File: config.mk
export PLATFORM = sky130hd
export DESIGN_NAME = vpc_sqrt
export DESIGN_NICKNAME = d
export VERILOG_FILES = /design/src/sv/vpc_pkg.sv /design/src/sv/vpc_sqrt.sv
export SDC_FILE = /design/constraint.sdc
export NUM_CORES = 2
export LEC_CHECK = 0
export CORE_MARGIN = 4
export CORE_UTILIZATION = 55
export CTS_CLUSTER_SIZE = 20
export DETAILED_ROUTE_END_ITERATION = 7
export DONT_BUFFER_PORTS = 1
export PLACE_DENSITY = 0.7
export SLEW_MARGIN = 20
export SYNTH_ARGS = -nofsm -noshare
export SYNTH_HDL_FRONTEND = slang
export SYNTH_SLANG_ARGS = --single-unit
File: constraint.sdc
create_clock -name clk -period 5.12 [get_ports clk]
set_input_delay 1.024 -clock clk [delete_from_list [all_inputs] [get_ports clk]]
set_output_delay 1.024 -clock clk [all_outputs]
set_load 0.05 [all_outputs]
File: src/sv/vpc_pkg.sv
// Shared types, constants and latency helpers for the vdW pair combining rule.
// No dependencies; every other file except vpc_delay imports this package.
`timescale 1ns / 1ps

package vpc_pkg;

    localparam int FIELD_W = 24;
    localparam int DEPTH_W = 32;
    localparam int QF      = 24;
    localparam int SAT_W   = 62;
    localparam int FAC_W   = 25;
    localparam int CONST_W = 32;

    localparam logic [SAT_W-1:0]   SATV   = {SAT_W{1'b1}};
    localparam logic [CONST_W-1:0] B_Q24  = 32'd3355443;
    localparam logic [CONST_W-1:0] K_Q24  = 32'd3039360451;

    localparam int MUL_LAT = 3;
    localparam int EXP_LAT = 17;

    typedef struct packed {
        logic [FIELD_W-1:0] polarizability_first;
        logic [FIELD_W-1:0] electrons_first;
        logic [FIELD_W-1:0] scale_first;
        logic [FIELD_W-1:0] depth_factor_first;
        logic [FIELD_W-1:0] polarizability_second;
        logic [FIELD_W-1:0] electrons_second;
        logic [FIELD_W-1:0] scale_second;
        logic [FIELD_W-1:0] depth_factor_second;
    } item_t;

    typedef struct packed {
        logic [FIELD_W-1:0] pair_radius;
        logic [DEPTH_W-1:0] pair_well_depth;
    } result_t;

    // root width of floor(sqrt(v * 2^24)) for a v of iw bits
    function automatic int sqrt_root_bits(input int iw);
        return (iw + QF + (iw % 2)) / 2;
    endfunction

    function automatic int div_lat(input int nw);
        return nw + QF + 1;
    endfunction

endpackage

File: src/sv/vpc_sqrt.sv
// Pipelined digit-by-digit square root floor(sqrt(v * 2^24)), one root bit
// per stage. Uses vpc_pkg for the width helper.
`timescale 1ns / 1ps

module vpc_sqrt import vpc_pkg::*; #(
    parameter int IW = 32
) (
    input  logic                         clk,
    input  logic [IW-1:0]                v,
    output logic [sqrt_root_bits(IW)-1:0] root
);

    localparam int RB = sqrt_root_bits(IW);
    localparam int XW = 2 * RB;

    logic [RB:0]   rem_reg [0:RB-1];
    logic [XW-1:0] x_reg   [0:RB-1];
    logic [RB-1:0] rt_reg  [0:RB-1];

    for (genvar k = 0; k < RB; k++) begin : g_stage
        logic [RB:0]   rem_in;
        logic [XW-1:0] x_in;
        logic [RB-1:0] rt_in;
        logic [RB+2:0] t;
        logic [RB+2:0] trial;
        logic [RB+2:0] diff;
        logic          ge;
        logic [RB:0]   rem_next;

        if (k == 0) begin : g_first
            assign rem_in = '0;
            assign x_in   = XW'(v) << QF;
            assign rt_in  = '0;
        end else begin : g_next
            assign rem_in = rem_reg[k-1];
            assign x_in   = x_reg[k-1];
            assign rt_in  = rt_reg[k-1];
        end

        always_comb
        begin
            t        = {rem_in, x_in[XW-1:XW-2]};
            trial    = (RB+3)'({rt_in, 2'b01});
            diff     = t - trial;
            ge       = (t >= trial);
            rem_next = ge ? diff[RB:0] : t[RB:0];
        end

        always_ff @(posedge clk)
        begin
            rem_reg[k] <= rem_next;
            x_reg[k]   <= x_in << 2;
            rt_reg[k]  <= {rt_in[RB-2:0], ge};
        end
    end

    assign root = rt_reg[RB-1];

endmodule

==> impl_metrics.ini <==
[status]
status = finished clean

[placement]
numPortBuffers = 0
pre_cts_ws_ns = 1.14
gp_congestion = 0.880
dpl.hpwl_um = 87900
placed_cells = 7139

[final_layout]
layout_commonest_cell = dfxtp_1
largest_reg_flops = 732
drive_gt1_share_pct = 6.78
antenna_cells = 0
fin_cells = 7398
finalNetCount = 6372
mostFrequentLayoutCells = 1,378 x dfxtp_1, 510 x inv_1, 462 x nand2_1
synthToLayoutAreaGrowth_pct = 11.6
finish.utilization_pct = 61.9

[sta]
post-route-min-period_ns = 3.98
worst_slew_pin_slew_ns = 1.07
finClkSkew_ns = 0.0214
slew_viol_final = 0
maxSlewHeadroom_pct = 28.2
rsz0062_at_grt = no
tns_ns = 0
setup_ws_ns = 1.14
timing.fmax_ghz = 0.251
finalSetupViolCount = 0
hold_violations = 0
finalCritPeriodShare_pct = 77.7

[global_routing]
grt_pass1_wl_um = 191000
grt_util_all_layers_pct = 21.3
grt_pass1_vias = 39400
gr-total-overflow = 0
grt_max_degree = 46
antenna_found_initial = 2

[setup_path]
setup.worst_path.start = rem_reg[1][174]
r2r_slack_ns = 1.14
cp-endpoint = rem_reg[1][231]
cp-start-kind = flip-flop
path_delay_family = compound AO/OA/AOI/OAI gates
critPathRequiredTime_ns = 5.74
cp_num_buf_inv = 0
cp.depth = 11
critPathSlowestCell = a2111oi_0
reg2reg_depth = 11
crit_chain = ha_1 -> fa_1 -> a211o_1 -> a2111oi_0 -> nor4b_1 -> o21ai_0 -> a21oi_1 -> a21boi_0 -> o311ai_0 -> a21oi_1 -> mux2_2
cpMostUsedCell = a21oi_1
cp_max_fo = 5
path_class = reg2reg
r2r_start = rem_reg[1][174]
r2r-end = rem_reg[1][231]
cp_data_arrival_time_ns = 4.60
critPathCaptureType = flip-flop
max_stage_delay_ns = 0.80

[clocking]
cts-buffers-inserted = 141
cts_tree = built
cts_max_level = 4
clk_pin_slew_ns = 0.06
cts_setup_buffers = 0
clock_latency_ns = 0.73
ctsResizeCount = 0
clock_path_buffers = 3
cts.sinks = 1378
ctsHoldBuffers = 0
root_buffer = clkbuf_16

[yosys]
synth_area_leaders = dfxtp_1 49%, ha_1 9.1%, xnor2_1 4.6%, xor2_1 4.4%, inv_1 3.4%
yosysUniqueCellTypes = 88
synth_top_family_by_area = compound AO/OA/AOI/OAI gates
avgSynthCellArea_um2 = 9.68
synth.top_cell.area_share_pct = 48.7
synth_warnings = 0
synth.largest_area_cell = dfxtp_1
synth-seq-cells = 1378
synth_xor_area_share_pct = 8.96
seq_area_frac_synth_pct = 48.7
synth_mux_area_share_pct = 1.91
syn_area_um2 = 56600
synthArstFlopShare_pct = 0
synth-edff-count = 0
synth_nets = 6303
synth-simple-area-share_pct = 13.4
ys.flop_type = dfxtp_1
synth_compound_area_share_pct = 13.4
synthCells = 5846
synth-adder-area-share_pct = 9.52

[detailed_routing]
drc = 0
drt_wl_total_um = 116000
via_count = 39400
drtIter0Drc = 1986
drtPass1Iterations = 5
drtAntennaViolNets = 0
vias_per_cell = 5.33
wl_per_cell_um = 15.6

[floorplanning]
core_area_um2 = 102000
ioPinCount = 61
rows = 117
die_y_um = 329
dieWidth_um = 329
start_util_pct = 55.5
die_area_um2 = 108000

[power]
p_leak_uw = 0.0303
combPwrFrac_pct = 18.0
clockPowerShare_pct = 35.1
p_sw_uw = 8740
internal-power_uw = 21900
sw_frac_of_total_pct = 28.5
p_seq_share_pct = 46.9
power.density_nw_per_um2 = 485
peakVddDrop_mv = 0.358

[min_path]
hold_path.class = in2reg

[job]
cap_violations = 0
worst reg2reg max path: stages, from the launching register on:
cell       delay [ns]
dfxtp_1          0.36
ha_1             0.26
fa_1             0.43
a211o_1          0.33
a2111oi_0        0.80
nor4b_1          0.16
o21ai_0          0.35
a21oi_1          0.17
a21boi_0         0.32
o311ai_0         0.17
a21oi_1          0.20
mux2_2           0.34
through the flow:
stage	hold slack, ns	total power, µW	area (µm²)
floorplan	0.310	18400	56600
global placement	0.309	20000	58200
detailed placement	0.312	20100	58200
CTS	0.235	31000	63200
global route	0.248	32300	63200
finish	0.305	30700	63200
worst min-delay path by stage:
stage                             start       endpoint  slack, ns  cells past startpoint
after floorplan            x_reg[0][44]  x_reg[0][100]       0.31                      0
after global placement    x_reg[0][198]  x_reg[0][254]       0.31                      0
after detailed placement   x_reg[0][83]  x_reg[0][139]       0.31                      0
after CTS                         v[16]   x_reg[0][40]       0.23                      0
after global routing              v[16]   x_reg[0][40]       0.25                      0
final                             v[16]   x_reg[0][40]       0.31                      0
power by group through the flow:
stage / clock network, µW / logic (µW) / registers [µW]
6_report: 10800 / 5520 / 14400
5_1_grt: 11500 / 6200 / 14600
4_1_cts: 11000 / 5530 / 14400
3_5_place_dp: 0 / 5470 / 14600
3_3_place_gp: 0 / 5380 / 14600
2_1_floorplan: 0 / 4440 / 14000
final cells by class:
type                            instances  area (µm²)
Inverter                              513        1930
Multi-Input combinational cell       3862       26800
Clock buffer                          193        4040
Tap cell                             1368        1710
Sequential cell                      1378       27600
Clock inverter                         65         968
Fill cell                            8515       38800
Timing Repair Buffer                   19         175
logic make-up after synthesis:
logic type      Yosys count
buf+inv                 606
simple gates           1539
other cells               1
xor+xnor                579
flops                  1378
fa+ha+maj               424
mux                      97
compound gates         1222
layer usage:
layer	wire length, µm	track usage (%)
met2	59600	40.0
met4	3900	8.03
met1	48600	24.3
met3	3540	3.21
met5	0	0
cells in the mapped netlist, types with 29 or more instances:
cell / n
a21o_1: 187
xnor2_1: 296
nor4_1: 79
nand3_1: 85
inv_1: 510
o31ai_1: 37
dfxtp_1: 1378
nand2b_1: 80
nand4_1: 40
clkbuf_1: 83
or3_1: 66
ha_1: 413
a21oi_1: 339
or4_1: 44
or2_2: 29
o21a_1: 60
o21bai_1: 36
nor3_1: 139
o21ai_0: 354
a211oi_1: 33
xor2_1: 283
mux2_2: 87
nand2_1: 462
nor2b_1: 61
nor2_1: 337
No activity file was read; power rests on OpenSTA's default activity.
