[src/sv/vpc_pkg.sv]
// Shared types, constants and latency helpers for the vdW pair combining rule.
// No dependencies; every other file except vpc_delay imports this package.
`timescale 1ns / 1ps

package vpc_pkg;

    localparam int FIELD_W = 24;
    localparam int DEPTH_W = 32;
    localparam int QF      = 24;
    localparam int SAT_W   = 62;
    localparam int FAC_W   = 25;
    localparam int CONST_W = 32;

    localparam logic [SAT_W-1:0]   SATV   = {SAT_W{1'b1}};
    localparam logic [CONST_W-1:0] B_Q24  = 32'd3355443;
    localparam logic [CONST_W-1:0] K_Q24  = 32'd3039360451;

    localparam int MUL_LAT = 3;
    localparam int EXP_LAT = 17;

    typedef struct packed {
        logic [FIELD_W-1:0] polarizability_first;
        logic [FIELD_W-1:0] electrons_first;
        logic [FIELD_W-1:0] scale_first;
        logic [FIELD_W-1:0] depth_factor_first;
        logic [FIELD_W-1:0] polarizability_second;
        logic [FIELD_W-1:0] electrons_second;
        logic [FIELD_W-1:0] scale_second;
        logic [FIELD_W-1:0] depth_factor_second;
    } item_t;

    typedef struct packed {
        logic [FIELD_W-1:0] pair_radius;
        logic [DEPTH_W-1:0] pair_well_depth;
    } result_t;

    // root width of floor(sqrt(v * 2^24)) for a v of iw bits
    function automatic int sqrt_root_bits(input int iw);
        return (iw + QF + (iw % 2)) / 2;
    endfunction

    function automatic int div_lat(input int nw);
        return nw + QF + 1;
    endfunction

endpackage

[src/sv/vpc_mul_sat.sv]
// Pipelined saturating product min(floor(a*b / 2^SH), SATV), three stages:
// four half-width partial products, their sum, then shift and clamp. Uses vpc_pkg.
`timescale 1ns / 1ps

module vpc_mul_sat import vpc_pkg::*; #(
    parameter int AW = 32,
    parameter int BW = 32,
    parameter int SH = 24
) (
    input  logic             clk,
    input  logic [AW-1:0]    a,
    input  logic [BW-1:0]    b,
    output logic [SAT_W-1:0] p
);

    localparam int AL = (AW + 1) / 2;
    localparam int AH = AW - AL;
    localparam int BL = (BW + 1) / 2;
    localparam int BH = BW - BL;
    localparam int PW = AW + BW;
    localparam int EW = PW + SAT_W;

    logic [AL+BL-1:0]  ll_reg;
    logic [AL+BH-1:0]  lh_reg;
    logic [AH+BL-1:0]  hl_reg;
    logic [AH+BH-1:0]  hh_reg;
    logic [PW-1:0]     prod_reg;
    logic [PW-1:0]     prod_next;
    logic [EW-1:0]     shifted;
    logic [SAT_W-1:0]  p_reg;
    logic [SAT_W-1:0]  p_next;

    always_comb
    begin
        prod_next = PW'(ll_reg) + (PW'(lh_reg) << BL) + (PW'(hl_reg) << AL)
                  + (PW'(hh_reg) << (AL + BL));
        shifted   = EW'(prod_reg) >> SH;
        p_next    = (shifted > EW'(SATV)) ? SATV : shifted[SAT_W-1:0];
    end

    always_ff @(posedge clk)
    begin
        ll_reg   <= a[AL-1:0] * b[BL-1:0];
        lh_reg   <= a[AL-1:0] * b[BW-1:BL];
        hl_reg   <= a[AW-1:AL] * b[BL-1:0];
        hh_reg   <= a[AW-1:AL] * b[BW-1:BL];
        prod_reg <= prod_next;
        p_reg    <= p_next;
    end

    assign p = p_reg;

endmodule

[config.mk]
export PLATFORM = sky130hd
export DESIGN_NAME = vpc_mul_sat
export DESIGN_NICKNAME = d
export VERILOG_FILES = /design/src/sv/vpc_pkg.sv /design/src/sv/vpc_mul_sat.sv
export SDC_FILE = /design/constraint.sdc
export NUM_CORES = 2
export LEC_CHECK = 0
export BUFFER_PORTS_ARGS = -buffer_cell sky130_fd_sc_hd__clkbuf_2
export CORE_MARGIN = 8
export CORE_UTILIZATION = 50
export CTS_CLUSTER_SIZE = 12
export DETAILED_ROUTE_END_ITERATION = 6
export PLACE_DENSITY = 0.65
export REMOVE_ABC_BUFFERS = 1
export SETUP_SLACK_MARGIN = 0.02
export SLEW_MARGIN = 20
export SYNTH_ARGS = -nofsm -noshare
export SYNTH_HDL_FRONTEND = slang
export SYNTH_SLANG_ARGS = --single-unit
[constraint.sdc]
create_clock -name clk -period 9.5 [get_ports clk]
set_input_delay 2.85 -clock clk [delete_from_list [all_inputs] [get_ports clk]]
set_output_delay 2.85 -clock clk [all_outputs]
set_load 0.02 [all_outputs]
==> impl_results.md <==
* Outcome: finished clean
* DRT Pass-1 Iters at 5
* Sequential cell area fraction in the yosys report at 0.0971
* Reg clk slew, reported paths at 0.08 ns
* Post-layout util at 0.535
* Port bufs at 104
* Count of hold-fix buffers inserted at cts at 0
* Setup_tns at 0 ns
* Detail Route Antenna Nets at 0
* Initial Util at 0.503
* RR Startpoint: lh_reg[18]
* MaxCap Viol Count at 0
* HPWL Detailed at 82.3 mm
* Post-Syn Instances at 4324
* Fin crit period at 8.73 ns
* Fillers at 7270
* Synthesized flop and latch total at 192
* Via density at 5.22
* Crit start category: primary input
* Overflow after GRT at 0
* RSZ-0062 raised after global routing: no
* Synth warn at 0
* Nets at 5681
* Total GRT Usage at 0.235
* WS Path Type: primary input to flip-flop
* Worst slew pin tran at 0.918 ns
* Hold_ws at 0.321 ns
* Largest net degree at the start of global routing at 33
* Io pins at 127
* CTS sink count at 192
* CP Data Arrival Time at 9.11 ns
* # DRC at 0
* Vias post-DR at 28300
* CTS Buffer Depth at 2
* Full die area at 88400 µm²
* Layout cells sized above 1 at 0.0653
* CP Capture Type: flip-flop
* Slew headroom at 0.388
* Syn_area_per_cell at 9.16 µm²
* Synth unique cells at 80
* FMAX at 114 MHz
* Min-delay worst type: flip-flop to flip-flop
* Worst clock skew at 0.0218 ns
* Number of global-route vias before repair at 31000
* Asr flop ratio synth at 0
* Core area at 78700 µm²
* Leading post-synthesis cells by cell area: fa_1 41%, ha_1 14%, dfxtp_1 9.7%, inv_1 8.7%, and2_1 7.5%
* Critical Path RT at 9.88 ns
* Top cells by count, synth: 921 x inv_1, 806 x fa_1, 610 x nand2_1, 477 x and2_1, 445 x ha_1
* Routability Congestion at 0.882
* Area Overhead vs Synth at 6.47%
* CP cell instances: clkbuf_2, buf_4, nand2_1, fa_1, inv_1, fa_1, ha_1, inv_1, fa_1, fa_1, inv_1, fa_1, ha_1, o21a_1, o2111a_1, a221oi_2, nand3_1, nand2_1, o2111ai_1, a311o_1, a31o_2, xor2_1
* Worst Path Max Fanout at 23
* Max Slew Vio Count at 0
* Design area at 42100 µm²
* Post-DR wirelength/cell at 18.4 µm
* Count leader, synth: inv_1
* Worst Path Buf+Inv at 5
* Placed cell area at 41500 µm²
* Slowest stage delay, CP at 0.56 ns
* TritonCTS Buffers at 17
* Synth area leader: fa_1
* Die Width at 297 µm
* Post-synth top area share at 0.408
* CP max-delay cell: fa_1
* CP dominant cell by count: fa_1
* Rows at 103
* Final setup viols at 0
* Final worst path period share at 0.919
* Clock latency on the worst-skew pair at 0.50 ns
* Crit path from: b[1]
* Hold_sp: prod_reg[62]
* Initial antenna violation count at 2
* Die height at 297 µm
* Starting DRT DRC Count at 1478
* Most used flip-flop cell after synthesis: dfxtp_1
* Resize count post-CTS at 0
* Post-CTS setup buffer count at 0
* # H-tree levels at 4
* Crit path max-delay family: adder cells
* Global-route wire length before repair at 166 mm
* TritonCTS clock tree: yes
* Final Hold Viols at 0
* Post-synth EDFFs at 0
* Syn Std Cell Area at 39600 µm²
* Routed wire length at 100 mm
* Root buf cell: clkbuf_16
[path summary, 6_finish.rpt]
kind,end,slack (ns),cells past startpoint
worst max-delay path,hl_reg[30],0.77,22
worst min-delay path,p[38],0.32,0
worst max register to register,prod_reg[63],5.76,11
worst min register to register,p[38],0.32,0
[metrics by stage]
step	worst slack [ns]	std cells
after global routing	0.497	5428
final	0.766	5431
after detailed placement	0.327	5396
after CTS	0.840	5428
after global placement	0.387	5396
after floorplan	1.26	4119
[worst register-to-register path: stages (launching register included)]
cell and delay [ns]:
dfxtp_1 0.38, fa_1 0.61, ha_1 0.40, nand4_1 0.12, or2_1 0.26, nand2b_1 0.16
o221ai_2 0.45, a211o_2 0.29, a41oi_2 0.15, a31o_4 0.34, nor4_2 0.31, xor2_1 0.19
[layer usage]
metal | GRT usage | vias up | share of wire
li1 | - | 12900 | -
met1 | 0.305 | 14400 | 0.42
met2 | 0.404 | 809 | 0.49
met3 | 0.0311 | 157 | 0.061
met4 | 0.0769 | 4 | 0.032
met5 | 0 | - | 0.00021
[cells in the final DEF, fill, tap and decap left out, drive strengths merged, types with 4 or more instances in the layout]
master | synthesis | routed
o31ai | 4 | 4
nor3 | 24 | 24
nand4 | 14 | 14
a21oi | 94 | 94
a211oi | 11 | 11
ha | 445 | 445
a21boi | 5 | 5
nor2 | 84 | 84
a211o | 4 | 4
xor2 | 43 | 43
nor3b | 5 | 5
o21ai | 41 | 41
buf | 23 | 123
and2 | 477 | 477
o211ai | 7 | 7
nor2b | 12 | 12
nand2b | 12 | 12
o21bai | 9 | 9
or3 | 7 | 7
nor4 | 6 | 6
inv | 921 | 929
conb | 1 | 22
o21a | 15 | 15
a31oi | 10 | 10
fa | 806 | 806
dfxtp | 192 | 192
nand2 | 610 | 610
clkbuf | 203 | 122
and3 | 16 | 16
clkinv | 0 | 6
nand3 | 26 | 26
a21o | 52 | 52
a221oi | 6 | 6
xnor2 | 86 | 86
[layout make-up]
cell class / count / area [µm²] / share of cell area
inverter: 921 / 3460 / 0.0820
clock inverter: 14 / 175 / 0.00416
sequential: 192 / 3840 / 0.0912
timing repair buffer: 227 / 1490 / 0.0354
clock buffer: 18 / 439 / 0.0104
multi-input combinational: 3006 / 31400 / 0.745
tap: 1050 / 1310 / 0.0312
antenna: 3 / 7.51 / 0.000178
[logic make-up (layout without fill, tap and decap cells)]
logic type	Yosys count	count (layout)	share of synthesized area
adders and majority gates	1251	1251	0.548
AOI/OAI and AO/OA	293	293	0.0507
other	1	25	0.0000947
buffers and inverters	1147	1180	0.111
and+or+nand+nor	1307	1307	0.163
muxes	4	4	0.00104
DFF	192	192	0.0971
xor gates and xnor gates	129	129	0.0285
Power is not shown: default switching activity piles up to over one toggle a cycle in this logic, so the estimate is an artifact.
